`config.mk`:
```
export PLATFORM = sky130hd
export DESIGN_NAME = quic_initial_header_locator
export DESIGN_NICKNAME = d
export VERILOG_FILES = /design/src/sv/qihl_pkg.sv /design/src/sv/quic_initial_header_locator.sv
export SDC_FILE = /design/constraint.sdc
export NUM_CORES = 1
export LEC_CHECK = 0
export BUFFER_PORTS_ARGS = -buffer_cell sky130_fd_sc_hd__buf_2
export CORE_MARGIN = 8
export CORE_UTILIZATION = 40
export DETAILED_ROUTE_END_ITERATION = 8
export GPL_TIMING_DRIVEN = 0
export PLACE_DENSITY = 0.65
export SLEW_MARGIN = 20
export SYNTH_ARGS = -nofsm -noshare
export SYNTH_HDL_FRONTEND = slang
export SYNTH_SLANG_ARGS = --single-unit
```
`constraint.sdc`:
```
create_clock -name clk -period 8.02 [get_ports clk]
set_input_delay 2.406 -clock clk [delete_from_list [all_inputs] [get_ports clk]]
set_output_delay 2.406 -clock clk [all_outputs]
set_load 0.1 [all_outputs]
```
`src/sv/qihl_pkg.sv`:
```
`timescale 1ns / 1ps
`default_nettype none
// ----------------------------------------------------------------------------
// qihl_pkg
// Shared constants for the QUIC Initial long-header locator: status codes,
// header bit masks and parameter defaults.
// ----------------------------------------------------------------------------
package qihl_pkg;

	localparam int unsigned BUFFER_BYTES_DEF = 65536;
	localparam int unsigned MAX_ID_BYTES_DEF = 20;

	localparam logic [31:0] VERSION_V1 = 32'd1;

	localparam logic [7:0] LONG_FORM_MASK = 8'h80;
	localparam logic [7:0] FIXED_BIT_MASK = 8'h40;

	typedef logic [2:0] status_t;

	localparam status_t ST_OK          = 3'd0;
	localparam status_t ST_TRUNC       = 3'd1;
	localparam status_t ST_UNSUPPORTED = 3'd2;
	localparam status_t ST_FIXED_BIT   = 3'd3;
	localparam status_t ST_ID_LEN      = 3'd4;
	localparam status_t ST_MISMATCH    = 3'd5;

endpackage
`default_nettype wire

```
`src/sv/quic_initial_header_locator.sv`:
```
`timescale 1ns / 1ps
`default_nettype none
// ----------------------------------------------------------------------------
// quic_initial_header_locator
// Byte-stream parser for a QUIC v1 Initial long header: checks form, fixed
// bit, version and type, skips connection IDs and token, decodes the payload
// length and reports offsets at the last byte of the buffer.
// ----------------------------------------------------------------------------
// Usage:
//   Input channel: one byte beat (data_byte, last_byte) per accepted
//   byte_valid while byte_stall is low; while it stays low, one beat per cycle is sustained.
//   Output channel: one result beat per buffer, raised on result_valid and
//   taken when result_stall is low. Bytes without last_byte make no beat.
//   Path: an accepted last byte passes the input register, the parse stage
//   and the result register before it shows on the result port.
//   Throughput: one byte per cycle while byte_stall is low, set by the single
//   parse stage that updates the header state registers on each byte taken.
//   Stalls: while the result register waits, non-last bytes keep flowing;
//   a last byte is held only when both result-side registers are full.
//   Configuration: accepted_version is written on cfg_valid; cfg_ready is
//   always high. Write it only while the block is idle.
//   Reset: arst_n clears all parse state and valid flags; the stored
//   accepted version returns to QUIC v1. No clearing pass is needed.
// ----------------------------------------------------------------------------
module quic_initial_header_locator
	import qihl_pkg::*;
#(
	parameter int unsigned BUFFER_BYTES = BUFFER_BYTES_DEF,
	parameter int unsigned MAX_ID_BYTES = MAX_ID_BYTES_DEF
) (
	input  wire logic        clk,
	input  wire logic        arst_n,

	input  wire logic        cfg_valid,
	output logic             cfg_ready,
	input  wire logic [31:0] accepted_version,

	input  wire logic        byte_valid,
	output logic             byte_stall,
	input  wire logic [7:0]  data_byte,
	input  wire logic        last_byte,

	output logic             result_valid,
	input  wire logic        result_stall,
	output logic [2:0]       status,
	output logic [15:0]      plen_offset,
	output logic [3:0]       plen_size,
	output logic [15:0]      plen_value,
	output logic [15:0]      number_offset,
	output logic [15:0]      end_offset
);

	localparam int POS_W  = $clog2(BUFFER_BYTES + 1);
	localparam int ACC_W  = POS_W;
	localparam int SKIP_W = (POS_W > 8) ? POS_W : 8;
	localparam int CW     = ((POS_W > 16) ? POS_W : 16) + 1;

	localparam logic [3:0] PH_FIRST        = 4'd0;
	localparam logic [3:0] PH_VERSION      = 4'd1;
	localparam logic [3:0] PH_DCID_LEN     = 4'd2;
	localparam logic [3:0] PH_DCID_SKIP    = 4'd3;
	localparam logic [3:0] PH_SCID_LEN     = 4'd4;
	localparam logic [3:0] PH_SCID_SKIP    = 4'd5;
	localparam logic [3:0] PH_TOKLEN_FIRST = 4'd6;
	localparam logic [3:0] PH_TOKLEN_MORE  = 4'd7;
	localparam logic [3:0] PH_TOKEN_SKIP   = 4'd8;
	localparam logic [3:0] PH_PLEN_FIRST   = 4'd9;
	localparam logic [3:0] PH_PLEN_MORE    = 4'd10;
	localparam logic [3:0] PH_DONE         = 4'd11;

	function automatic logic [15:0] sat16(input logic [CW-1:0] v);
		sat16 = (v > CW'(16'hFFFF)) ? 16'hFFFF : v[15:0];
	endfunction

	// configuration
	logic [31:0] version_q;

	assign cfg_ready = 1'b1;

	always_ff @(posedge clk or negedge arst_n) begin
		if (!arst_n) begin
			version_q <= VERSION_V1;
		end else if (cfg_valid && cfg_ready) begin
			version_q <= accepted_version;
		end
	end

	// handshake and stage control
	logic       s1_valid;
	logic [7:0] byte_s1;
	logic       last_s1;
	logic       s2_valid;
	logic       result_valid_q;
	logic       out_free;
	logic       s2_free;
	logic       s1_go;
	logic       in_take;

	assign out_free   = !result_valid_q || !result_stall;
	assign s2_free    = !s2_valid || out_free;
	assign s1_go      = s1_valid && (!last_s1 || s2_free);
	assign byte_stall = s1_valid && !s1_go;
	assign in_take    = byte_valid && !byte_stall;

	always_ff @(posedge clk or negedge arst_n) begin
		if (!arst_n) begin
			s1_valid <= 1'b0;
		end else if (in_take) begin
			s1_valid <= 1'b1;
		end else if (s1_go) begin
			s1_valid <= 1'b0;
		end
	end

	always_ff @(posedge clk) begin
		if (in_take) begin
			byte_s1 <= data_byte;
			last_s1 <= last_byte;
		end
	end

	// parse state
	logic [3:0]        phase_q;
	logic [POS_W-1:0]  pos_q;
	logic [SKIP_W-1:0] skip_q;
	logic [ACC_W-1:0]  acc_q;
	logic              big_q;
	logic [2:0]        vleft_q;
	status_t           err_q;
	logic              kind_bad_q;
	logic              ver_bad_q;
	logic [POS_W-1:0]  len_off_q;
	logic [3:0]        len_size_q;
	logic [POS_W-1:0]  num_off_q;

	logic [3:0]        phase_n;
	logic [POS_W-1:0]  pos_n;
	logic [SKIP_W-1:0] skip_n;
	logic [ACC_W-1:0]  acc_n;
	logic              big_n;
	logic [2:0]        vleft_n;
	status_t           err_n;
	logic              kind_bad_n;
	logic              ver_bad_n;
	logic [POS_W-1:0]  len_off_n;
	logic [3:0]        len_size_n;
	logic [POS_W-1:0]  num_off_n;

	logic [ACC_W+7:0]  acc_wide;
	logic [ACC_W-1:0]  acc_sh;
	logic              big_sh;
	logic [7:0]        ver_byte;
	logic              ver_bad_sh;
	logic [3:0]        vsize;
	logic [2:0]        vmore;
	logic [ACC_W-1:0]  first_val;

	assign acc_wide   = {acc_q, byte_s1};
	assign acc_sh     = acc_wide[ACC_W-1:0];
	assign big_sh     = big_q || (acc_wide[ACC_W+7:ACC_W] != 8'd0);
	assign vsize      = 4'd1 << byte_s1[7:6];
	assign vmore      = 3'(vsize - 4'd1);
	assign first_val  = ACC_W'(byte_s1[5:0]);
	assign ver_bad_sh = ver_bad_q || (byte_s1 != ver_byte);

	always_comb begin
		case (vleft_q)
			3'd4:    ver_byte = version_q[31:24];
			3'd3:    ver_byte = version_q[23:16];
			3'd2:    ver_byte = version_q[15:8];
			default: ver_byte = version_q[7:0];
		endcase
	end

	always_comb begin
		phase_n    = phase_q;
		pos_n      = pos_q;
		skip_n     = skip_q;
		acc_n      = acc_q;
		big_n      = big_q;
		vleft_n    = vleft_q;
		err_n      = err_q;
		kind_bad_n = kind_bad_q;
		ver_bad_n  = ver_bad_q;
		len_off_n  = len_off_q;
		len_size_n = len_size_q;
		num_off_n  = num_off_q;
		// drop bytes past the buffer size, count the rest
		if (pos_q < POS_W'(BUFFER_BYTES)) begin
			pos_n = pos_q + POS_W'(1);
			if (err_q == ST_OK) begin
				case (phase_q)
					PH_FIRST: begin
						if ((byte_s1 & LONG_FORM_MASK) == 8'd0) begin
							err_n = ST_UNSUPPORTED;
						end else if ((byte_s1 & FIXED_BIT_MASK) == 8'd0) begin
							err_n = ST_FIXED_BIT;
						end else begin
							kind_bad_n = (byte_s1[5:4] != 2'd0);
							ver_bad_n  = 1'b0;
							vleft_n    = 3'd4;
							phase_n    = PH_VERSION;
						end
					end
					PH_VERSION: begin
						ver_bad_n = ver_bad_sh;
						vleft_n   = vleft_q - 3'd1;
						if (vleft_q == 3'd1) begin
							if (ver_bad_sh || kind_bad_q) begin
								err_n = ST_UNSUPPORTED;
							end else begin
								phase_n = PH_DCID_LEN;
							end
						end
					end
					PH_DCID_LEN, PH_SCID_LEN: begin
						if (byte_s1 > 8'(MAX_ID_BYTES)) begin
							err_n = ST_ID_LEN;
						end else begin
							skip_n = SKIP_W'(byte_s1);
							if (phase_q == PH_DCID_LEN) begin
								phase_n = (byte_s1 != 8'd0) ? PH_DCID_SKIP : PH_SCID_LEN;
							end else begin
								phase_n = (byte_s1 != 8'd0) ? PH_SCID_SKIP : PH_TOKLEN_FIRST;
							end
						end
					end
					PH_DCID_SKIP: begin
						skip_n = skip_q - SKIP_W'(1);
						if (skip_q == SKIP_W'(1)) begin
							phase_n = PH_SCID_LEN;
						end
					end
					PH_SCID_SKIP: begin
						skip_n = skip_q - SKIP_W'(1);
						if (skip_q == SKIP_W'(1)) begin
							phase_n = PH_TOKLEN_FIRST;
						end
					end
					PH_TOKLEN_FIRST: begin
						acc_n   = first_val;
						big_n   = 1'b0;
						vleft_n = vmore;
						if (vmore == 3'd0) begin
							skip_n  = SKIP_W'(first_val);
							phase_n = (first_val != '0) ? PH_TOKEN_SKIP : PH_PLEN_FIRST;
						end else begin
							phase_n = PH_TOKLEN_MORE;
						end
					end
					PH_TOKLEN_MORE: begin
						acc_n   = acc_sh;
						big_n   = big_sh;
						vleft_n = vleft_q - 3'd1;
						if (vleft_q == 3'd1) begin
							// a token past the buffer never ends: pin the count high
							skip_n  = big_sh ? {SKIP_W{1'b1}} : SKIP_W'(acc_sh);
							phase_n = (big_sh || acc_sh != '0) ? PH_TOKEN_SKIP : PH_PLEN_FIRST;
						end
					end
					PH_TOKEN_SKIP: begin
						skip_n = skip_q - SKIP_W'(1);
						if (skip_q == SKIP_W'(1)) begin
							phase_n = PH_PLEN_FIRST;
						end
					end
					PH_PLEN_FIRST: begin
						len_off_n  = pos_q;
						len_size_n = vsize;
						acc_n      = first_val;
						big_n      = 1'b0;
						vleft_n    = vmore;
						if (vmore == 3'd0) begin
							num_off_n = pos_q + POS_W'(1);
							phase_n   = PH_DONE;
						end else begin
							phase_n = PH_PLEN_MORE;
						end
					end
					PH_PLEN_MORE: begin
						acc_n   = acc_sh;
						big_n   = big_sh;
						vleft_n = vleft_q - 3'd1;
						if (vleft_q == 3'd1) begin
							num_off_n = pos_q + POS_W'(1);
							phase_n   = PH_DONE;
						end
					end
					default: begin
					end
				endcase
			end
		end
	end

	always_ff @(posedge clk or negedge arst_n) begin
		if (!arst_n) begin
			phase_q    <= PH_FIRST;
			pos_q      <= '0;
			skip_q     <= '0;
			acc_q      <= '0;
			big_q      <= 1'b0;
			vleft_q    <= 3'd0;
			err_q      <= ST_OK;
			kind_bad_q <= 1'b0;
			ver_bad_q  <= 1'b0;
			len_off_q  <= '0;
			len_size_q <= 4'd0;
			num_off_q  <= '0;
		end else if (s1_go) begin
			if (last_s1) begin
				phase_q    <= PH_FIRST;
				pos_q      <= '0;
				skip_q     <= '0;
				acc_q      <= '0;
				big_q      <= 1'b0;
				vleft_q    <= 3'd0;
				err_q      <= ST_OK;
				kind_bad_q <= 1'b0;
				ver_bad_q  <= 1'b0;
				len_off_q  <= '0;
				len_size_q <= 4'd0;
				num_off_q  <= '0;
			end else begin
				phase_q    <= phase_n;
				pos_q      <= pos_n;
				skip_q     <= skip_n;
				acc_q      <= acc_n;
				big_q      <= big_n;
				vleft_q    <= vleft_n;
				err_q      <= err_n;
				kind_bad_q <= kind_bad_n;
				ver_bad_q  <= ver_bad_n;
				len_off_q  <= len_off_n;
				len_size_q <= len_size_n;
				num_off_q  <= num_off_n;
			end
		end
	end

	// snapshot of the finished buffer
	status_t          pre_st;
	status_t          st_s2;
	logic [POS_W-1:0] pos_s2;
	logic [POS_W-1:0] len_off_s2;
	logic [3:0]       len_size_s2;
	logic [ACC_W-1:0] acc_s2;
	logic             big_s2;
	logic [POS_W-1:0] num_off_s2;

	always_comb begin
		if (err_n != ST_OK) begin
			pre_st = err_n;
		end else if (phase_n == PH_DONE) begin
			pre_st = ST_OK;
		end else if (phase_n == PH_TOKEN_SKIP) begin
			pre_st = ST_MISMATCH;
		end else begin
			pre_st = ST_TRUNC;
		end
	end

	always_ff @(posedge clk or negedge arst_n) begin
		if (!arst_n) begin
			s2_valid <= 1'b0;
		end else if (s1_go && last_s1) begin
			s2_valid <= 1'b1;
		end else if (out_free) begin
			s2_valid <= 1'b0;
		end
	end

	always_ff @(posedge clk) begin
		if (s1_go && last_s1) begin
			st_s2       <= pre_st;
			pos_s2      <= pos_n;
			len_off_s2  <= len_off_n;
			len_size_s2 <= len_size_n;
			acc_s2      <= acc_n;
			big_s2      <= big_n;
			num_off_s2  <= num_off_n;
		end
	end

	// result register
	logic [CW-1:0] end_sum;
	logic          ok_fin;
	status_t       st_fin;
	status_t       status_q;
	logic [15:0]   plen_offset_q;
	logic [3:0]    plen_size_q;
	logic [15:0]   plen_value_q;
	logic [15:0]   number_offset_q;
	logic [15:0]   end_offset_q;

	assign end_sum = CW'(num_off_s2) + CW'(acc_s2);

	always_comb begin
		st_fin = st_s2;
		if (st_s2 == ST_OK && (big_s2 || end_sum > CW'(pos_s2))) begin
			st_fin = ST_MISMATCH;
		end
	end

	assign ok_fin = (st_fin == ST_OK);

	always_ff @(posedge clk or negedge arst_n) begin
		if (!arst_n) begin
			result_valid_q <= 1'b0;
		end else if (out_free) begin
			result_valid_q <= s2_valid;
		end
	end

	always_ff @(posedge clk) begin
		if (out_free && s2_valid) begin
			status_q        <= st_fin;
			plen_offset_q   <= ok_fin ? sat16(CW'(len_off_s2)) : 16'd0;
			plen_size_q     <= ok_fin ? len_size_s2 : 4'd0;
			plen_value_q    <= !ok_fin ? 16'd0 : (big_s2 ? 16'hFFFF : sat16(CW'(acc_s2)));
			number_offset_q <= ok_fin ? sat16(CW'(num_off_s2)) : 16'd0;
			end_offset_q    <= !ok_fin ? 16'd0 : (big_s2 ? 16'hFFFF : sat16(end_sum));
		end
	end

	assign result_valid  = result_valid_q;
	assign status        = status_q;
	assign plen_offset   = plen_offset_q;
	assign plen_size     = plen_size_q;
	assign plen_value    = plen_value_q;
	assign number_offset = number_offset_q;
	assign end_offset    = end_offset_q;

`ifndef SYNTH
	// an error, once latched, holds until the buffer ends
	a_err_latched: assert property (@(posedge clk) disable iff (!arst_n)
		(err_q != ST_OK && !(s1_go && last_s1)) |=> (err_q == $past(err_q)))
		else $error("latched error changed inside a buffer");

	a_pos_bound: assert property (@(posedge clk) disable iff (!arst_n)
		pos_q <= POS_W'(BUFFER_BYTES))
		else $error("byte position beyond buffer size");

	a_fail_zero: assert property (@(posedge clk) disable iff (!arst_n)
		(result_valid && status != ST_OK) |->
		(plen_offset == 16'd0 && plen_size == 4'd0 && plen_value == 16'd0 &&
		number_offset == 16'd0 && end_offset == 16'd0))
		else $error("failed result carries nonzero fields");

	// offsets saturate, so the packet number may sit at the same ceiling
	a_ok_size: assert property (@(posedge clk) disable iff (!arst_n)
		(result_valid && status == ST_OK) |->
		($onehot(plen_size) && number_offset >= plen_offset &&
		end_offset >= number_offset))
		else $error("inconsistent fields in good result");

	// a result beat only follows a last byte through both stages
	a_result_source: assert property (@(posedge clk) disable iff (!arst_n)
		$rose(result_valid) |-> $past(s2_valid))
		else $error("result raised without a finished buffer");
`endif

endmodule
`default_nettype wire
```
==> impl_metrics.toml <==
[yosys]
number_of_flops_mapped_to_enable_cells_by_yosys = 156
postSynthAreaPerCell_um2 = 11.0
ys_async_sr_fraction_pct = 46.8
seq_total_area_yosys_pct = 55.5
ys_ff_latch = 293
post_synth_fa_ha_maj_area_fraction_pct = 3.90
synth_fp_nets = 1418
synth_compound_gate_area_share_pct = 15.7
post_synth_num_cell_types = 88
synthesis.area_um2 = 14600
netlist_instances = 1327
synthFlopType = "sky130_fd_sc_hd__edfxtp_1"
combinational_family_with_the_most_area_after_synthesis = "compound AO/OA/AOI/OAI gates"
ys.warnings.count = 0
post_synth_xor_area_fraction_pct = 3.53
area_fraction_in_and_or_nand_and_nor_cells_after_synthesis_pct = 12.7
post_synth_mux_area_share_pct = 4.74

[routing]
routedWlPerCell_um = 19.1
via_per_inst = 5.38
drt-initial-drc-count = 638
vias_post_dr = 10600
drt_wl_total_um = 37800
drt-pass1-iter-count = 5
ant_nets = 0
route.detailed.drc = 0

[setup_path]
crit_arrival_ns = 3.32
worstRegToRegCells = 20
crit_path_end = "byte_stall"
worst-r2r-setup-slack_ns = 2.85
crit_path_start = "result_stall"
rr_endpoint = "plen_offset[0]"
timing.critical_path.required_ns = 5.61
critPathCaptureType = "primary output"
worst_path_class_setup = "in -> out"
worstReg2RegStart = "acc_s2[0]"
worst-path-max-fanout = 4
startpoint_type = "primary input"

[floorplanning]
height_of_the_chip_um = 207
core_area_um2 = 36300
floorplan.initialDensity_pct = 40.3
die_x_um = 207
boundaryPins = 120
dieArea_um2 = 43000
fp-row-count = 70

[clock_network]
cts_tree = "yes"
post_cts_hold_buffer_count = 0
post_cts.resized_instances = 0
cts_root_buf = "sky130_fd_sc_hd__clkbuf_16"
cts_setup_buffers = 0
clock_tree.htree_level_count = 1
cts-buffers-inserted = 31
worstSkewPairLatency_ns = 0.58
clkSlewWorstSetupHoldPaths_ns = 0.06
clock-sinks = 293
cts_buffer_depth = 3

[grt]
grt_start_max_net_pins = 81
grt.total_usage_pct = 17.2
antenna_found_initial = 1
grt_overflow = 0
grt_pass1_wl_um = 60200
grt_pass1_vias = 10700

[sta]
fin_worst_hold_slack_ns = 0.493
max_freq_mhz = 175
final.setup_skew_ns = 0.0252
grt_setup_unrepaired = "false"
timing_hold_violations_final = 0
timing.final.setup_violations = 0
tightestPinTransition_ns = 0.984
totalNegativeSetupSlack_ns = 0
slew-limit-headroom_pct = 33.8
final_period_minus_worst_setup_slack_ns = 5.73
timing.final.crit_share_pct = 71.4
report.final.slew_viol_count = 0

[final_layout]
largest_register_ffs = 32
diodes = 0
multi_input_area_um2 = 5950
num-nets-final = 1573
post_route_cells_drive_above_1_share_pct = 17.8
regArea_um2 = 8110
register_containing_the_most_flip_flops_in_the_final_layout = "version_q"
layout.cells.most_common_list = "sky130_fd_sc_hd__nor2_1 (167), sky130_fd_sc_hd__edfxtp_1 (156), sky130_fd_sc_hd__dfrtp_1 (136), sky130_fd_sc_hd__buf_2 (120), sky130_fd_sc_hd__nand2_1 (93)"
num-fill-cells = 3321
area_delta_synth_final_pct = 15.8
final_common_cell = "sky130_fd_sc_hd__nor2_1"

[status]
run_status = "complete, no violations"

[pwr]
power_density_nw_per_um2 = 254
ir_drop_mv = 0.183
leakage_nw = 7.17
total_power_w = 0.00431

[place]
portBuffers = 117
place_hpwl_um = 28200
gp_congestion = 0.924

[min_path]
min_path_type = "reg -> reg"
holdPathStages = 1

[flow_run]
drv_cap = 0
## synth_stat cells, types with 3 or more instances
master / count / area [um^2]
sky130_fd_sc_hd__nor4_1: 12 / 75.1
sky130_fd_sc_hd__o221ai_1: 3 / 26.3
sky130_fd_sc_hd__and2_1: 7 / 43.8
sky130_fd_sc_hd__buf_6: 4 / 45.0
sky130_fd_sc_hd__edfxtp_1: 156 / 4680
sky130_fd_sc_hd__a211o_1: 4 / 35.0
sky130_fd_sc_hd__o22ai_1: 12 / 75.1
sky130_fd_sc_hd__nand4_1: 8 / 50.1
sky130_fd_sc_hd__nand3_1: 20 / 100
sky130_fd_sc_hd__or2_2: 4 / 25.0
sky130_fd_sc_hd__mux2_2: 57 / 642
sky130_fd_sc_hd__nand2b_1: 11 / 68.8
sky130_fd_sc_hd__and3_1: 3 / 18.8
sky130_fd_sc_hd__o21ai_0: 76 / 380
sky130_fd_sc_hd__mux2i_1: 4 / 40.0
sky130_fd_sc_hd__clkbuf_1: 61 / 229
sky130_fd_sc_hd__o211ai_1: 3 / 22.5
sky130_fd_sc_hd__o21ai_1: 9 / 45.0
sky130_fd_sc_hd__nor2_1: 167 / 627
sky130_fd_sc_hd__buf_4: 3 / 22.5
sky130_fd_sc_hd__buf_1: 9 / 33.8
sky130_fd_sc_hd__a31oi_1: 4 / 25.0
sky130_fd_sc_hd__dfrtp_1: 136 / 3400
sky130_fd_sc_hd__xor2_1: 32 / 280
sky130_fd_sc_hd__a22o_1: 85 / 744
sky130_fd_sc_hd__nor2b_1: 11 / 68.8
sky130_fd_sc_hd__or3_1: 8 / 50.1
sky130_fd_sc_hd__a21o_1: 14 / 105
sky130_fd_sc_hd__a21oi_1: 57 / 285
sky130_fd_sc_hd__nand3b_1: 4 / 30.0
sky130_fd_sc_hd__nor3_1: 29 / 145
sky130_fd_sc_hd__buf_2: 4 / 20.0
sky130_fd_sc_hd__xnor2_1: 27 / 236
sky130_fd_sc_hd__a22oi_1: 8 / 60.1
sky130_fd_sc_hd__nand2_1: 93 / 349
sky130_fd_sc_hd__o21bai_1: 5 / 37.5
sky130_fd_sc_hd__o31ai_1: 7 / 52.6
sky130_fd_sc_hd__inv_1: 57 / 214
sky130_fd_sc_hd__ha_1: 44 / 551
sky130_fd_sc_hd__o21a_1: 5 / 37.5
sky130_fd_sc_hd__a22o_2: 3 / 30.0
## area by class of cell
| class | count | share of cell area (%) |
|---|---|---|
| flip-flops and latches | 293 | 47.9 |
| multi-input cells | 895 | 35.1 |
| clock buffers | 40 | 4.78 |
| repair buffers | 122 | 4.33 |
| well taps | 468 | 3.45 |
| plain buffers | 82 | 2.15 |
| inverters | 57 | 1.28 |
| clock inverters | 18 | 1.04 |
## how the worst min path moves through the flow
stage | from | to
after global placement | len_off_q[16] | len_off_q[16]
after detailed placement | len_off_q[16] | len_off_q[16]
after CTS | len_off_q[16] | len_off_q[16]
final | len_off_q[16] | len_off_q[16]
after global routing | len_off_q[8] | len_off_q[8]
after floorplan | len_off_q[16] | len_off_q[16]
## metrics by stage
step	instances	util (%)	setup slack [ns]	area [um^2]
finish	1975	46.6	2.29	17000
global route	1975	46.6	2.21	17000
CTS	1975	46.6	2.29	17000
detailed placement	1917	43.9	2.30	16000
global placement	1912	43.5	0.354	15800
floorplan	1327	-	1.87	14600
## critical path, stage by stage
cell and delay [ns]:
sky130_fd_sc_hd__buf_2 0.13, sky130_fd_sc_hd__nand4_1 0.14, sky130_fd_sc_hd__inv_1 0.08, sky130_fd_sc_hd__nand2_1 0.08
sky130_fd_sc_hd__inv_1 0.06, sky130_fd_sc_hd__buf_2 0.42
## report_power, final
part | total (W) | switching, W | internal [W]
Clock | 0.00140 | 0.000587 | 0.000809
Combinational | 0.00115 | 0.000779 | 0.000367
Sequential | 0.00177 | 0.0000722 | 0.00170
Total | 0.00431 | 0.00144 | 0.00288
## metal layers
layer  vias up  track usage [%]  wire [um]
met5         -                0          9
met4         2             5.47       1190
met3        67             3.56       2350
met2       342             27.3      17100
met1      5087             23.5      17200
li1       5122                -          -
## cells by family after synthesis
logic type / count (synthesis)
compound gates: 327
xor+xnor: 59
fa+ha+maj: 45
buf+inv: 139
flops: 293
mux: 62
other cells: 1
simple gates: 401
No activity file was read; power rests on OpenSTA's default activity.
